===== src/ppc32_reloc_patch_unit_defines.svh =====
// assertion helpers shared by the relocation patch unit modules
// every use expects clk and arst_n in scope
`ifndef PPC32_RELOC_PATCH_UNIT_DEFINES_SVH
`define PPC32_RELOC_PATCH_UNIT_DEFINES_SVH

// condition holds at every edge out of reset
`define PPCRP_ASSERT_ALWAYS(lbl, cond) \
	lbl: assert property (@(posedge clk) disable iff (!arst_n) (cond)) \
		else $error("ppcrp check failed");

// consequent holds in the same cycle as the antecedent
`define PPCRP_ASSERT_IMPL(lbl, ante, cons) \
	lbl: assert property (@(posedge clk) disable iff (!arst_n) (ante) |-> (cons)) \
		else $error("ppcrp check failed");

// consequent holds in the cycle after the antecedent
`define PPCRP_ASSERT_NEXT(lbl, ante, cons) \
	lbl: assert property (@(posedge clk) disable iff (!arst_n) (ante) |=> (cons)) \
		else $error("ppcrp check failed");

`endif


===== src/ppcrp_pkg.sv =====
`timescale 1ns / 1ps

package ppcrp_pkg;

	// status codes
	localparam logic [2:0] ST_NONE    = 3'd0;
	localparam logic [2:0] ST_W32     = 3'd1;
	localparam logic [2:0] ST_W16     = 3'd2;
	localparam logic [2:0] ST_PLT     = 3'd3;
	localparam logic [2:0] ST_DTPMOD  = 3'd4;
	localparam logic [2:0] ST_COPY    = 3'd5;
	localparam logic [2:0] ST_UNKNOWN = 3'd6;

	// data formats chosen by the front end
	localparam logic [2:0] FMT_ZERO   = 3'd0;
	localparam logic [2:0] FMT_WORD   = 3'd1;
	localparam logic [2:0] FMT_LO16   = 3'd2;
	localparam logic [2:0] FMT_HI16   = 3'd3;
	localparam logic [2:0] FMT_ADDR24 = 3'd4;
	localparam logic [2:0] FMT_ADDR14 = 3'd5;
	localparam logic [2:0] FMT_BR14   = 3'd6;

	// relocation type numbers
	localparam logic [7:0] RT_NONE          = 8'd0;
	localparam logic [7:0] RT_ADDR32        = 8'd1;
	localparam logic [7:0] RT_ADDR24        = 8'd2;
	localparam logic [7:0] RT_ADDR16        = 8'd3;
	localparam logic [7:0] RT_ADDR16_LO     = 8'd4;
	localparam logic [7:0] RT_ADDR16_HI     = 8'd5;
	localparam logic [7:0] RT_ADDR16_HA     = 8'd6;
	localparam logic [7:0] RT_ADDR14        = 8'd7;
	localparam logic [7:0] RT_ADDR14_BRTAKEN = 8'd8;
	localparam logic [7:0] RT_ADDR14_BRNTAKEN = 8'd9;
	localparam logic [7:0] RT_REL24         = 8'd10;
	localparam logic [7:0] RT_COPY          = 8'd19;
	localparam logic [7:0] RT_GLOB_DAT      = 8'd20;
	localparam logic [7:0] RT_JMP_SLOT      = 8'd21;
	localparam logic [7:0] RT_RELATIVE      = 8'd22;
	localparam logic [7:0] RT_UADDR32       = 8'd24;
	localparam logic [7:0] RT_UADDR16       = 8'd25;
	localparam logic [7:0] RT_REL32         = 8'd26;
	localparam logic [7:0] RT_DTPMOD32      = 8'd68;
	localparam logic [7:0] RT_TPREL16       = 8'd69;
	localparam logic [7:0] RT_TPREL16_LO    = 8'd70;
	localparam logic [7:0] RT_TPREL16_HI    = 8'd71;
	localparam logic [7:0] RT_TPREL16_HA    = 8'd72;
	localparam logic [7:0] RT_TPREL32       = 8'd73;
	localparam logic [7:0] RT_DTPREL16      = 8'd74;
	localparam logic [7:0] RT_DTPREL16_LO   = 8'd75;
	localparam logic [7:0] RT_DTPREL16_HI   = 8'd76;
	localparam logic [7:0] RT_DTPREL16_HA   = 8'd77;
	localparam logic [7:0] RT_DTPREL32      = 8'd78;
	localparam logic [7:0] RT_IRELATIVE     = 8'd248;

	// config register indexes
	localparam logic CFG_IS_EXEC  = 1'b0;
	localparam logic CFG_GOT_MODE = 1'b1;

	// operand constants
	localparam logic [31:0] K_MINUS_8000 = 32'hffff8000;
	localparam logic [31:0] K_PLUS_8000  = 32'h00008000;
	localparam logic [31:0] K_TP_BIAS    = 32'hffff9000; // -0x7000
	localparam logic [31:0] K_TP_HA_BIAS = 32'h00001000; // -0x7000 + 0x8000
	localparam logic [31:0] M_A24_NEW    = 32'h03fffffc;
	localparam logic [31:0] M_A24_OLD    = 32'hfc000003;
	localparam logic [31:0] M_A14_NEW    = 32'h0000fffc;
	localparam logic [31:0] M_A14_OLD    = 32'hffff0003;
	localparam logic [31:0] M_BR14_OLD   = 32'hffdf0003;

	typedef struct packed {
		logic [7:0]  reloc_type;
		logic [31:0] sym_value;
		logic [31:0] addend;
		logic [31:0] patch_offset;
		logic [31:0] old_word;
		logic        tls_valid;
		logic [31:0] tls_offset;
	} in_beat_t;

	typedef struct packed {
		logic [2:0]  status;
		logic [31:0] write_address;
		logic [31:0] patch_data;
	} out_beat_t;

	typedef struct packed {
		logic is_executable;
		logic got_mode_set;
	} cfg_t;

	// classified relocation waiting for the back end
	typedef struct packed {
		logic [2:0]  status;
		logic [2:0]  fmt;
		logic        hint;
		logic [31:0] v;
		logic [31:0] opnd;
		logic        cin;
		logic [31:0] addr;
		logic [31:0] old_word;
	} qent_t;

endpackage


===== src/ppcrp_front.sv =====
`timescale 1ns / 1ps

// type decode, symbol + addend and the second operand for the back end
module ppcrp_front (
	input  ppcrp_pkg::in_beat_t beat,
	input  ppcrp_pkg::cfg_t     cfg,
	output ppcrp_pkg::qent_t    ent
);

	logic [31:0] base;
	logic [31:0] tp_opnd;
	logic        tls_ok;

	// relative takes the addend alone
	assign base    = (beat.reloc_type == ppcrp_pkg::RT_RELATIVE) ? 32'd0 : beat.sym_value;
	assign tp_opnd = beat.tls_offset + ((beat.reloc_type == ppcrp_pkg::RT_TPREL16_HA) ?
		ppcrp_pkg::K_TP_HA_BIAS : ppcrp_pkg::K_TP_BIAS);
	assign tls_ok  = cfg.is_executable & beat.tls_valid;

	always_comb begin
		ent.v        = base + beat.addend;
		ent.addr     = beat.patch_offset;
		ent.old_word = beat.old_word;
		ent.status   = ppcrp_pkg::ST_NONE;
		ent.fmt      = ppcrp_pkg::FMT_ZERO;
		ent.hint     = 1'b0;
		ent.opnd     = 32'd0;
		ent.cin      = 1'b0;
		unique case (beat.reloc_type) inside
			ppcrp_pkg::RT_NONE, ppcrp_pkg::RT_IRELATIVE: begin
			end
			ppcrp_pkg::RT_RELATIVE, ppcrp_pkg::RT_ADDR32, ppcrp_pkg::RT_GLOB_DAT,
			ppcrp_pkg::RT_UADDR32: begin
				ent.status = ppcrp_pkg::ST_W32;
				ent.fmt    = ppcrp_pkg::FMT_WORD;
			end
			ppcrp_pkg::RT_DTPREL32: begin
				ent.status = ppcrp_pkg::ST_W32;
				ent.fmt    = ppcrp_pkg::FMT_WORD;
				ent.opnd   = ppcrp_pkg::K_MINUS_8000;
			end
			ppcrp_pkg::RT_JMP_SLOT: begin
				ent.status = cfg.got_mode_set ? ppcrp_pkg::ST_W32 : ppcrp_pkg::ST_PLT;
				ent.fmt    = ppcrp_pkg::FMT_WORD;
			end
			ppcrp_pkg::RT_ADDR16, ppcrp_pkg::RT_UADDR16, ppcrp_pkg::RT_ADDR16_LO: begin
				ent.status = ppcrp_pkg::ST_W16;
				ent.fmt    = ppcrp_pkg::FMT_LO16;
			end
			ppcrp_pkg::RT_DTPREL16, ppcrp_pkg::RT_DTPREL16_LO: begin
				ent.status = ppcrp_pkg::ST_W16;
				ent.fmt    = ppcrp_pkg::FMT_LO16;
				ent.opnd   = ppcrp_pkg::K_MINUS_8000;
			end
			ppcrp_pkg::RT_ADDR16_HI, ppcrp_pkg::RT_DTPREL16_HA: begin
				ent.status = ppcrp_pkg::ST_W16;
				ent.fmt    = ppcrp_pkg::FMT_HI16;
			end
			ppcrp_pkg::RT_DTPREL16_HI: begin
				ent.status = ppcrp_pkg::ST_W16;
				ent.fmt    = ppcrp_pkg::FMT_HI16;
				ent.opnd   = ppcrp_pkg::K_MINUS_8000;
			end
			ppcrp_pkg::RT_ADDR16_HA: begin
				ent.status = ppcrp_pkg::ST_W16;
				ent.fmt    = ppcrp_pkg::FMT_HI16;
				ent.opnd   = ppcrp_pkg::K_PLUS_8000;
			end
			ppcrp_pkg::RT_ADDR24: begin
				ent.status = ppcrp_pkg::ST_W32;
				ent.fmt    = ppcrp_pkg::FMT_ADDR24;
			end
			ppcrp_pkg::RT_ADDR14: begin
				ent.status = ppcrp_pkg::ST_W32;
				ent.fmt    = ppcrp_pkg::FMT_ADDR14;
			end
			ppcrp_pkg::RT_ADDR14_BRTAKEN, ppcrp_pkg::RT_ADDR14_BRNTAKEN: begin
				ent.status = ppcrp_pkg::ST_W32;
				ent.fmt    = ppcrp_pkg::FMT_BR14;
				ent.hint   = (beat.reloc_type == ppcrp_pkg::RT_ADDR14_BRTAKEN);
			end
			ppcrp_pkg::RT_REL24: begin
				ent.status = ppcrp_pkg::ST_W32;
				ent.fmt    = ppcrp_pkg::FMT_ADDR24;
				ent.opnd   = ~beat.patch_offset;
				ent.cin    = 1'b1;
			end
			ppcrp_pkg::RT_REL32: begin
				ent.status = ppcrp_pkg::ST_W32;
				ent.fmt    = ppcrp_pkg::FMT_WORD;
				ent.opnd   = ~beat.patch_offset;
				ent.cin    = 1'b1;
			end
			ppcrp_pkg::RT_DTPMOD32: begin
				if (cfg.is_executable) begin
					ent.status = ppcrp_pkg::ST_DTPMOD;
				end
			end
			ppcrp_pkg::RT_TPREL16, ppcrp_pkg::RT_TPREL16_LO, ppcrp_pkg::RT_TPREL16_HI,
			ppcrp_pkg::RT_TPREL16_HA, ppcrp_pkg::RT_TPREL32: begin
				if (tls_ok) begin
					ent.opnd = tp_opnd;
					if (beat.reloc_type == ppcrp_pkg::RT_TPREL32) begin
						ent.status = ppcrp_pkg::ST_W32;
						ent.fmt    = ppcrp_pkg::FMT_WORD;
					end else if (beat.reloc_type == ppcrp_pkg::RT_TPREL16_HI ||
						beat.reloc_type == ppcrp_pkg::RT_TPREL16_HA) begin
						ent.status = ppcrp_pkg::ST_W16;
						ent.fmt    = ppcrp_pkg::FMT_HI16;
					end else begin
						ent.status = ppcrp_pkg::ST_W16;
						ent.fmt    = ppcrp_pkg::FMT_LO16;
					end
				end
			end
			ppcrp_pkg::RT_COPY: begin
				if (!cfg.is_executable) begin
					ent.status = ppcrp_pkg::ST_COPY;
				end
			end
			default: begin
				ent.status = ppcrp_pkg::ST_UNKNOWN;
			end
		endcase
	end

endmodule


===== src/ppcrp_queue.sv =====
`timescale 1ns / 1ps
`include "ppc32_reloc_patch_unit_defines.svh"

// small fifo between front and back end
module ppcrp_queue #(
	parameter int DEPTH = 2
) (
	input  logic             clk,
	input  logic             arst_n,
	input  logic             push,
	input  ppcrp_pkg::qent_t push_ent,
	output logic             full,
	input  logic             pop,
	output logic             not_empty,
	output ppcrp_pkg::qent_t pop_ent
);

	localparam int PTR_W = (DEPTH > 1) ? $clog2(DEPTH) : 1;
	localparam int CNT_W = $clog2(DEPTH + 1);

	ppcrp_pkg::qent_t mem_q [DEPTH];
	logic [PTR_W-1:0] wr_ptr_q;
	logic [PTR_W-1:0] rd_ptr_q;
	logic [CNT_W-1:0] cnt_q;
	logic             do_push;
	logic             do_pop;

	assign full      = (cnt_q == CNT_W'(DEPTH));
	assign not_empty = (cnt_q != '0);
	assign do_push   = push & ~full;
	assign do_pop    = pop & not_empty;
	assign pop_ent   = mem_q[rd_ptr_q];

	always_ff @(posedge clk) begin
		if (do_push) begin
			mem_q[wr_ptr_q] <= push_ent;
		end
	end

	always_ff @(posedge clk or negedge arst_n) begin
		if (!arst_n) begin
			wr_ptr_q <= '0;
			rd_ptr_q <= '0;
			cnt_q    <= '0;
		end else begin
			if (do_push) begin
				wr_ptr_q <= (wr_ptr_q == PTR_W'(DEPTH - 1)) ? '0 : wr_ptr_q + 1'b1;
			end
			if (do_pop) begin
				rd_ptr_q <= (rd_ptr_q == PTR_W'(DEPTH - 1)) ? '0 : rd_ptr_q + 1'b1;
			end
			if (do_push && !do_pop) begin
				cnt_q <= cnt_q + 1'b1;
			end else if (do_pop && !do_push) begin
				cnt_q <= cnt_q - 1'b1;
			end
		end
	end

	`PPCRP_ASSERT_ALWAYS(a_cnt_range, cnt_q <= CNT_W'(DEPTH))
	`PPCRP_ASSERT_NEXT(a_cnt_up, do_push && !do_pop, cnt_q == $past(cnt_q) + 1'b1)
	`PPCRP_ASSERT_IMPL(a_ptr_match, cnt_q == '0, wr_ptr_q == rd_ptr_q)

endmodule


===== src/ppcrp_back.sv =====
`timescale 1ns / 1ps
`include "ppc32_reloc_patch_unit_defines.svh"

// final add, field merge and output register
module ppcrp_back (
	input  logic                  clk,
	input  logic                  arst_n,
	input  logic                  ent_valid,
	input  ppcrp_pkg::qent_t      ent,
	output logic                  ent_pop,
	output logic                  out_valid,
	input  logic                  out_stall,
	output ppcrp_pkg::out_beat_t  out_beat
);

	logic [31:0]          w;
	logic [31:0]          data;
	logic                 out_valid_q;
	ppcrp_pkg::out_beat_t out_beat_q;
	logic                 out_nowrite;
	logic                 out_is_w16;

	assign w       = ent.v + ent.opnd + {31'd0, ent.cin};
	assign ent_pop = ent_valid & (~out_valid_q | ~out_stall);

	always_comb begin
		unique case (ent.fmt)
			ppcrp_pkg::FMT_WORD:   data = w;
			ppcrp_pkg::FMT_LO16:   data = {16'd0, w[15:0]};
			ppcrp_pkg::FMT_HI16:   data = {16'd0, w[31:16]};
			ppcrp_pkg::FMT_ADDR24: data = (w & ppcrp_pkg::M_A24_NEW) |
				(ent.old_word & ppcrp_pkg::M_A24_OLD);
			ppcrp_pkg::FMT_ADDR14: data = (w & ppcrp_pkg::M_A14_NEW) |
				(ent.old_word & ppcrp_pkg::M_A14_OLD);
			// hint bit flips with the sign of the target
			ppcrp_pkg::FMT_BR14:   data = (w & ppcrp_pkg::M_A14_NEW) |
				(ent.old_word & ppcrp_pkg::M_BR14_OLD) | {10'd0, ent.hint ^ w[31], 21'd0};
			default:               data = 32'd0;
		endcase
	end

	always_ff @(posedge clk or negedge arst_n) begin
		if (!arst_n) begin
			out_valid_q <= 1'b0;
		end else if (!out_valid_q || !out_stall) begin
			out_valid_q <= ent_valid;
		end
	end

	always_ff @(posedge clk) begin
		if (ent_pop) begin
			out_beat_q.status        <= ent.status;
			out_beat_q.write_address <= ent.addr;
			out_beat_q.patch_data    <= data;
		end
	end

	assign out_valid = out_valid_q;
	assign out_beat  = out_beat_q;

	// status groups seen on a valid output beat
	assign out_nowrite = out_valid_q && out_beat_q.status != ppcrp_pkg::ST_W32 &&
		out_beat_q.status != ppcrp_pkg::ST_W16 && out_beat_q.status != ppcrp_pkg::ST_PLT;
	assign out_is_w16  = out_valid_q && out_beat_q.status == ppcrp_pkg::ST_W16;

	`PPCRP_ASSERT_IMPL(a_nowrite_zero, out_nowrite, out_beat_q.patch_data == 32'd0)
	`PPCRP_ASSERT_IMPL(a_w16_upper, out_is_w16, out_beat_q.patch_data[31:16] == 16'd0)
	`PPCRP_ASSERT_NEXT(a_pop_fills, ent_pop, out_valid_q)

endmodule


===== src/ppc32_reloc_patch_unit.sv =====
`timescale 1ns / 1ps

// channel | direction | handshake          | payload
// in      | input     | in_valid/in_stall   | ppcrp_pkg::in_beat_t
// out     | output    | out_valid/out_stall | ppcrp_pkg::out_beat_t
// cfg     | input     | cfg_we              | cfg_index, cfg_data
//
// one relocation per cycle unless out stalls; beats pass the queue and the output register
// the front decodes and adds in the accept cycle, the back does one add and the merge
// reset clears the config registers, the queue pointers and the output valid
// in_stall rises only when the queue is full; the queue fills while out is stalled
// config writes are expected only while the unit is empty

module ppc32_reloc_patch_unit #(
	parameter int QUEUE_DEPTH = 2
) (
	input  logic                 clk,
	input  logic                 arst_n,
	input  logic                 in_valid,
	output logic                 in_stall,
	input  ppcrp_pkg::in_beat_t  in_beat,
	output logic                 out_valid,
	input  logic                 out_stall,
	output ppcrp_pkg::out_beat_t out_beat,
	input  logic                 cfg_we,
	input  logic                 cfg_index,
	input  logic                 cfg_data
);

	ppcrp_pkg::cfg_t  cfg_q;
	ppcrp_pkg::qent_t front_ent;
	ppcrp_pkg::qent_t back_ent;
	logic             q_full;
	logic             q_not_empty;
	logic             q_pop;

	// config registers, plain write port
	always_ff @(posedge clk or negedge arst_n) begin
		if (!arst_n) begin
			cfg_q <= '0;
		end else if (cfg_we) begin
			if (cfg_index == ppcrp_pkg::CFG_IS_EXEC) begin
				cfg_q.is_executable <= cfg_data;
			end else begin
				cfg_q.got_mode_set <= cfg_data;
			end
		end
	end

	// front: classify the relocation and prepare both add operands
	ppcrp_front u_front (
		.beat (in_beat),
		.cfg  (cfg_q),
		.ent  (front_ent)
	);

	// decoupling queue; its full flag is the input stall
	ppcrp_queue #(
		.DEPTH (QUEUE_DEPTH)
	) u_queue (
		.clk       (clk),
		.arst_n    (arst_n),
		.push      (in_valid),
		.push_ent  (front_ent),
		.full      (q_full),
		.pop       (q_pop),
		.not_empty (q_not_empty),
		.pop_ent   (back_ent)
	);

	assign in_stall = q_full;

	// back: final add, field merge, registered result
	ppcrp_back u_back (
		.clk       (clk),
		.arst_n    (arst_n),
		.ent_valid (q_not_empty),
		.ent       (back_ent),
		.ent_pop   (q_pop),
		.out_valid (out_valid),
		.out_stall (out_stall),
		.out_beat  (out_beat)
	);

endmodule

===== config.mk =====
export PLATFORM = sky130hd
export DESIGN_NAME = ppc32_reloc_patch_unit
export DESIGN_NICKNAME = d
export VERILOG_FILES = /design/src/ppcrp_pkg.sv /design/src/ppcrp_front.sv /design/src/ppcrp_queue.sv /design/src/ppcrp_back.sv /design/src/ppc32_reloc_patch_unit.sv
export VERILOG_INCLUDE_DIRS = /design/src /design/src/src
export SDC_FILE = /design/constraint.sdc
export NUM_CORES = 1
export LEC_CHECK = 0
export ABC_AREA = 0
export BUFFER_PORTS_ARGS = -buffer_cell sky130_fd_sc_hd__buf_2
export CORE_MARGIN = 2
export CORE_UTILIZATION = 59
export CTS_BUF_LIST = sky130_fd_sc_hd__clkbuf_2 sky130_fd_sc_hd__clkbuf_4 sky130_fd_sc_hd__clkbuf_8
export DETAILED_ROUTE_END_ITERATION = 12
export PLACE_DENSITY = 0.9
export SLEW_MARGIN = 40
export SYNTH_ARGS = -nofsm -noshare
export SYNTH_HDL_FRONTEND = slang
export SYNTH_SLANG_ARGS = --single-unit

===== constraint.sdc =====
create_clock -name clk -period 7.2 [get_ports clk]
set_input_delay 1.44 -clock clk [delete_from_list [all_inputs] [get_ports clk]]
set_output_delay 1.44 -clock clk [all_outputs]
set_load 0.1 [all_outputs]

* After elaboration in Yosys (flattened, before gate mapping)
Memories as Yosys holds them, arrays and structs flattened. Cells that the tools add are included.
Storage, ports and cells: flip-flop bits (word level) 74, memory bits (writable) 272, input bits 176, output and inout port bits 69, logic and storage cells 114, memories 1
Memories:
- u_queue.mem_q | depth 2, width 136, read ports 1, clocked after memory_dff 0, write ports 1, RTL line ppcrp_queue.sv:21 | ppcrp_pkg::qent_t mem_q [DEPTH];
Cells by class: $add $sub $neg 8, equality and inequality tests 36, multiplexer cells 21, bitwise logic cells 15, reductions and logical operators 24
Operators by type and width (number):
- 32-bit one-hot mux with 6 select lines | 1
- 32-bit one-hot mux with 4 select lines | 1
- 32-bit adder | 3
- 32-bit two-way mux | 3
- 8-bit by 7-bit equality test with 1-bit output (second input constant) | 11
- 16-bit by 32-bit bitwise OR with 32-bit output | 2
- 8-bit by 5-bit equality test with 1-bit output (second input constant) | 7
- 3-bit one-hot mux with 7 select lines | 2
- 32-bit by 1-bit adder with 32-bit output | 1
- 8-bit by 3-bit equality test with 1-bit output (second input constant) | 4
- 32-bit NOT | 1
- 26-bit by 32-bit bitwise OR with 32-bit output | 1
- 32-bit by 22-bit bitwise OR with 32-bit output | 1
- 8-bit by 4-bit equality test with 1-bit output (second input constant) | 3
- 8-bit by 2-bit equality test with 1-bit output (second input constant) | 2
- 11-bit OR reduction | 1
- 5-bit OR reduction | 2
- 3-bit equality test (second input constant) | 3
- 9-bit OR reduction | 1
- 8-bit by 1-bit equality test with 1-bit output (second input constant) | 1
- 8-bit equality test (second input constant) | 1
- 8-bit zero test | 1
- 2-bit OR reduction | 4
- 4-bit OR reduction | 2
- 21 further kinds | 45

* Longest topological paths before layout
Gate-level depths: netlist (run 1).
word-level depth 7, gate-level depth with buffers 18, depth with buffers taken out 17

* Modules after synthesis
Synthesis (run 1) repeated with hierarchy kept, for this count alone.
Second synthesis, totals: cell total of the unflattened synthesis 1446, area, all modules 18541.5 µm²
Modules (own cells, without submodules):
- ppcrp_queue | times used 1, cells an instance 442, area an instance 10090.9 µm², seq. area each 8267.9 µm²
- ppcrp_back | times used 1, cells an instance 408, area an instance 4279.1 µm², seq. area each 2037.0 µm²
- ppcrp_front | times used 1, cells an instance 590, area an instance 4085.2 µm², seq. area each 0.0 µm²
- ppc32_reloc_patch_unit | times used 1, cells an instance 6, area an instance 86.3 µm², seq. area each 50.0 µm²

* Least setup slack after synthesis (run 1)
OpenSTA, ideal clock, no wires.
path type in2reg, from in in_valid, to mem u_queue.mem_q[0][0] in the netlist's numbering (enable), library setup time 0.604 ns, arrival time 6.600 ns, data required time 6.596 ns, setup slack -0.004 ns, stages 2, buffers on the path 0, cell sequence nand2_1 nor2_1
Between the ends: cells in the longest elaborated chain, start to end 3
RTL lines:
- start: declaration | RTL line ppc32_reloc_patch_unit.sv:19 | input logic in_valid,
- 1-bit AND | RTL line ppcrp_queue.sv:30 | assign do_push = push & ~full;
- 1-bit two-way mux | RTL line ppcrp_queue.sv:35 | if (do_push) begin
- 1-bit two-way mux (not written as such) | RTL line ppcrp_queue.sv:36 | mem_q[wr_ptr_q] <= push_ent;
- end: declaration | RTL line ppcrp_queue.sv:21
No other way between the ends.

==> results of run 1 <==
synth_stat cells (8+ instances only):
cell	instances
a21o_1	26
o211ai_1	8
inv_1	31
a31oi_1	12
nand4_1	8
o221ai_1	16
ha_1	79
mux2i_1	22
mux2_2	101
o21ai_0	54
edfxtp_1	311
nand2b_1	15
o21bai_1	8
clkbuf_1	29
nor2_1	55
xnor2_1	49
a211oi_1	9
and2_1	38
nand3_1	17
nand2_1	77
nor2b_1	13
o22ai_1	29
and3_1	8
xor2_1	35
nor3_1	12
a21oi_1	73
logic make-up after synthesis:
group                      share of synthesized area
AOI/OAI and AO/OA                              0.120
xor gates and xnor gates                      0.0455
adders and majority gates                     0.0648
buffers and inverters                         0.0169
DFF                                            0.588
muxes                                         0.0839
and+or+nand+nor                               0.0810
stage by stage:
| step | cells | utilization | worst slack [ns] | area (um2) |
|---|---|---|---|---|
| detailed placement | 1780 | 0.658 | 1.36 | 17700 |
| global placement | 1779 | 0.657 | 1.16 | 17700 |
| finish | 1868 | 0.693 | 1.98 | 18700 |
| CTS | 1867 | 0.693 | 1.98 | 18700 |
| floorplan | 1232 | - | 2.05 | 16200 |
| global route | 1868 | 0.693 | 1.67 | 18700 |
registers in the layout (all words and copies together) (netlist names):
name	count
u_queue.mem_q	244
u_back.out_beat	67
cfg_q	2
u_queue.cnt_q	2
u_back.out_valid	1
u_queue.rd_ptr_q	1
u_queue.wr_ptr_q	1
worst max-delay path: stages:
cell and delay, ns:
buf_2 0.12, nor3_1 0.42, and2_1 0.26, nand2_2 0.31, and2_1 0.31, ha_1 0.20
inv_1 0.08, fa_1 0.22, nor2b_1 0.07, o31a_1 0.28, o311ai_1 0.42, o211ai_1 0.25
a31o_2 0.34, a211oi_1 0.39, o31ai_1 0.12, a21oi_1 0.19, xnor2_1 0.11
cell type report:
type,instances,area [um2]
Sequential cell,318,9520
Timing Repair Buffer,242,1260
Tap cell,341,427
Clock inverter,20,124
Fill cell,1757,8270
Multi-Input combinational cell,848,6420
Inverter,31,116
Clock buffer,67,816
Antenna cell,1,2.50
report_power, final:
part / switching, mW / leakage (nW) / internal (mW)
Clock: 0.679 / 0.494 / 0.770
Combinational: 3.34 / 3.75 / 1.34
Sequential: 0.216 / 3.02 / 2.79
Total: 4.23 / 7.26 / 4.90
layer usage:
layer / vias to the layer above / GRT usage / part of all wire
li1: 5284 / - / -
met1: 5405 / 0.332 / 0.41
met2: 525 / 0.437 / 0.49
met3: 90 / 0.0429 / 0.074
met4: 2 / 0.0795 / 0.026
met5: - / 0 / 0.00035
path summary, 6_finish.rpt:
path	from	slack, ns	endpoint	depth (start not counted)
min in group asynchronous	arst_n	0.70	u_back.out_valid	1
worst min register to register	u_queue.mem_q[1][44]	0.51	u_back.out_beat[44]	1
worst max-delay path	in_beat[166]	1.98	u_queue.mem_q[1][127]	17
worst min-delay path	u_queue.mem_q[1][44]	0.51	u_back.out_beat[44]	1
max in group asynchronous	arst_n	6.33	u_queue.rd_ptr_q	1
worst max register to register	u_queue.rd_ptr_q	2.12	u_back.out_beat[21]	12
==> impl_metrics.toml, run 1 <==
[logic_synthesis]
yosysSeqAreaShare = 0.588
synth_nets = 1490
synth_top_area_cell = "edfxtp_1"
synthCells = 1232
synth.top_cell.area_share = 0.577
ys_ff_latch = 318
yosys_warnings = 0
ys_async_sr_fraction = 0.0220
ys.flop_type = "edfxtp_1"
syn_area_mm2 = 0.0162
syn_avg_cell_area_um2 = 13.1
synth.distinct_cells = 71
synth_area_leaders = "edfxtp_1 58%, mux2_2 7.0%, ha_1 6.1%"
synth-edff-count = 311

[drt]
totalWireLength_um = 37500
antenna_left = 0
viasPerCell = 6.05
num_vias = 11300
drtIter0Drc = 1119
first_pass_iters = 5
drcViolationCount = 0
wl_per_cell_um = 20.1

[setup_path]
cp_max_fo = 32
critical_path_class = "in -> reg"
critPathCaptureType = "flip-flop"
required_ns = 7.52
arrival_ns = 5.55
start_kind = "primary input"

[cts]
clk_transition_reported_paths_ns = 0.07
cts_made_buffers = 48
cts.hold.buffers_added = 0
cts_setup_buffers = 0
cts_tree = "yes"
clk_latency_ns = 0.58
cts_resized = 0
cts.htree.levels = 2
clock_path_buffers = 3
cts_sinks = 318
cts_root_buffer = "clkbuf_8"

[final_layout]
area_growth_pct = 15.4
drive_gt1_frac = 0.288
nNetsFinal = 1747
layout_common_cells = "311 x edfxtp_1, 230 x buf_2, 101 x mux2_2"
final_common_cell = "edfxtp_1"

[global_routing]
grt_pass1_vias = 11000
grt_max_degree = 68
grt_first_pass_wirelength_um = 57100
antenna_found_initial = 2
gr-usage-all-layers = 0.254
overflow = 0

[run]
max_cap_viol_count = 0

[placed_design]
dpl.hpwl_um = 26800
io_buffers = 230
gp_congestion = 0.876

[timing]
period_share = 0.725
clock_skew_ns = 0.0452
fin_hold_ws_ns = 0.511
slew_headroom = 0.393
tns_ns = 0
rsz0062_at_grt = "false"
finalWorstPathRequiredPeriod_ns = 5.22
hold_violations = 0
worst_pin_slew_ns = 0.904
setup_viol = 0
fmaxAchievable_mhz = 191
slew_violations = 0

[floorplanning]
num_rows = 60
dieArea_mm2 = 0.0288
die_h_um = 170
start_util = 0.601
fp.dieW_um = 170
core_mm2 = 0.0270
io_pins = 245

[pwr]
p_per_area_mw_per_mm2 = 489
cellLeakagePower_nw = 7.26
total_power_mw = 9.13
ir_drop_v = 0.000288

[min_path]
min_path_type = "reg -> reg"

[outcome]
status = "finished clean"
Power figures use the tool's default switching activity.
==> run 2, diff against run 1 <==
--- a/config.mk
+++ b/config.mk
@@ -9,10 +9,10 @@
 export ABC_AREA = 0
 export BUFFER_PORTS_ARGS = -buffer_cell sky130_fd_sc_hd__buf_2
 export CORE_MARGIN = 2
-export CORE_UTILIZATION = 59
+export CORE_UTILIZATION = 54
 export CTS_BUF_LIST = sky130_fd_sc_hd__clkbuf_2 sky130_fd_sc_hd__clkbuf_4 sky130_fd_sc_hd__clkbuf_8
 export DETAILED_ROUTE_END_ITERATION = 12
-export PLACE_DENSITY = 0.9
+export PLACE_DENSITY = 0.87
 export SLEW_MARGIN = 40
 export SYNTH_ARGS = -nofsm -noshare
 export SYNTH_HDL_FRONTEND = slang
==> constraint.sdc (replaced) <==
create_clock -name clk -period 4.75 [get_ports clk]
set_input_delay 0.95 -clock clk [delete_from_list [all_inputs] [get_ports clk]]
set_output_delay 0.95 -clock clk [all_outputs]
set_load 0.1 [all_outputs]
==> impl_metrics.toml, run 2 (synthesized netlist as in run 1, its figures left out) <==
[outcome]
status = "finished clean"

[drt]
antenna_left = 0
drcViolationCount = 0
num_vias = 11400
first_pass_iters = 8
drtIter0Drc = 1161
wl_per_cell_um = 19.8
totalWireLength_um = 38500
viasPerCell = 5.87

[floorplanning]
die_h_um = 177
dieArea_mm2 = 0.0314
core_mm2 = 0.0296
io_pins = 245
start_util = 0.548
fp.dieW_um = 177
num_rows = 63

[final_layout]
area_growth_pct = 17.2
drive_gt1_frac = 0.296
top_register = "u_queue.mem_q"
final_common_cell = "edfxtp_1"
layout_common_cells = "311 x edfxtp_1, 230 x buf_2, 101 x mux2_2"
nNetsFinal = 1768
fin_util = 0.642
largest_register_ffs = 244
nFillCells = 2191
layout.cells.non_filler = 1940
stdcell_area_mm2 = 0.0190

[setup_path]
crit_family = "compound AO/OA/AOI/OAI gates"
start_kind = "flip-flop"
crit_slowest_cell = "a2111oi_0"
required_ns = 5.03
cpPeakStageDelay_ns = 0.60
worstPathCellList = "buf_4 > mux2_2 > ha_1 > a21oi_2 > nor2b_1 > or3_1 > nand3b_1 > a311o_1 > a2111oi_0 > a211oi_2 > xnor2_1 > o31ai_2"
critPathCaptureType = "flip-flop"
cp_num_buf_inv = 1
critical_path_class = "reg -> reg"
cp_max_fo = 34
arrival_ns = 4.72

[timing]
rsz0062_at_grt = "false"
period_share = 0.935
fin_hold_ws_ns = 0.226
worst_pin_slew_ns = 0.824
slew_violations = 0
fmaxAchievable_mhz = 225
finalWorstPathRequiredPeriod_ns = 4.44
setup_viol = 0
hold_violations = 0
clock_skew_ns = 0.0339
tns_ns = 0
slew_headroom = 0.450

[cts]
cts_tree = "yes"
cts_made_buffers = 50
cts.hold.buffers_added = 0
clk_latency_ns = 0.58
clock_path_buffers = 3
cts_setup_buffers = 0
clk_transition_reported_paths_ns = 0.06
cts.htree.levels = 2
cts_resized = 0
cts_sinks = 318
cts_root_buffer = "clkbuf_8"

[global_routing]
gr-usage-all-layers = 0.240
grt_max_degree = 52
grt_first_pass_wirelength_um = 58500
antenna_found_initial = 3
overflow = 0
grt_pass1_vias = 11300

[placed_design]
place_inst = 1848
io_buffers = 230
placed_area_mm2 = 0.0180
dpl.hpwl_um = 28000
gp_congestion = 0.889

[pwr]
p_per_area_mw_per_mm2 = 738
cellLeakagePower_nw = 7.40
ir_drop_v = 0.000422
p_comb_frac = 0.520
switching_power_mw = 6.46
p_sw_frac = 0.461
p_clk_frac = 0.160
intPower_mw = 7.54
p_seq_frac = 0.319

[min_path]
min_path_type = "in -> async"

[run]
max_cap_viol_count = 0
-- run 2: cell types whose count changed in the layout (fill, tap and decap cells not counted), sizes merged --
cell      before  now
inv           32   33
bufinv         1    3
clkinv        16   27
diode          1    4
buf          242  261
clkinvlp       2    0
clkbuf        67   56
-- run 2: per-layer routing --
| metal | GRT usage | vias up | wire length [um] |
|---|---|---|---|
| met5 | 0 | - | 0 |
| met4 | 0.0792 | 0 | 1040 |
| met3 | 0.0546 | 82 | 3060 |
| met2 | 0.400 | 501 | 18700 |
| met1 | 0.312 | 5475 | 15700 |
| li1 | - | 5324 | - |
-- run 2: final cells by class --
cell class | instances | area [um2] | area share
repair buffers | 261 | 1460 | 0.0770
well taps | 390 | 488 | 0.0257
multi-input cells | 848 | 6410 | 0.338
flip-flops and latches | 318 | 9520 | 0.502
inverters | 31 | 116 | 0.00613
clock inverters | 32 | 235 | 0.0124
diodes | 4 | 10.0 | 0.000528
clock buffers | 56 | 733 | 0.0386
-- run 2: path summary, 6_finish.rpt --
path                                   from                   to  slack (ns)  cells past startpoint
max                        u_queue.rd_ptr_q  u_back.out_beat[21]        0.31                     12
min                                  arst_n     u_queue.wr_ptr_q        0.23                      1
max reg2reg                u_queue.rd_ptr_q  u_back.out_beat[21]        0.31                     12
min reg2reg                u_back.out_valid     u_back.out_valid        0.50                      2
max in group asynchronous            arst_n     u_queue.rd_ptr_q        4.34                      1
min in group clk           u_back.out_valid     u_back.out_valid        0.50                      2
-- run 2: power groups by stage --
stage	clock network, mW	logic [mW]	registers [mW]
2_1_floorplan	0	3.51	6.51
3_3_place_gp	0	6.98	4.47
3_5_place_dp	0	7.17	4.51
4_1_cts	2.29	7.21	4.47
5_1_grt	2.41	7.71	4.53
6_report	2.25	7.28	4.47
-- run 2: per-stage QoR --
step	setup slack [ns]	power, mW
after floorplan	0.0939	10.0
after global placement	0.0484	11.5
after detailed placement	-0.0294	11.7
after CTS	0.366	14.0
after global routing	0.0270	14.6
final	0.309	14.0
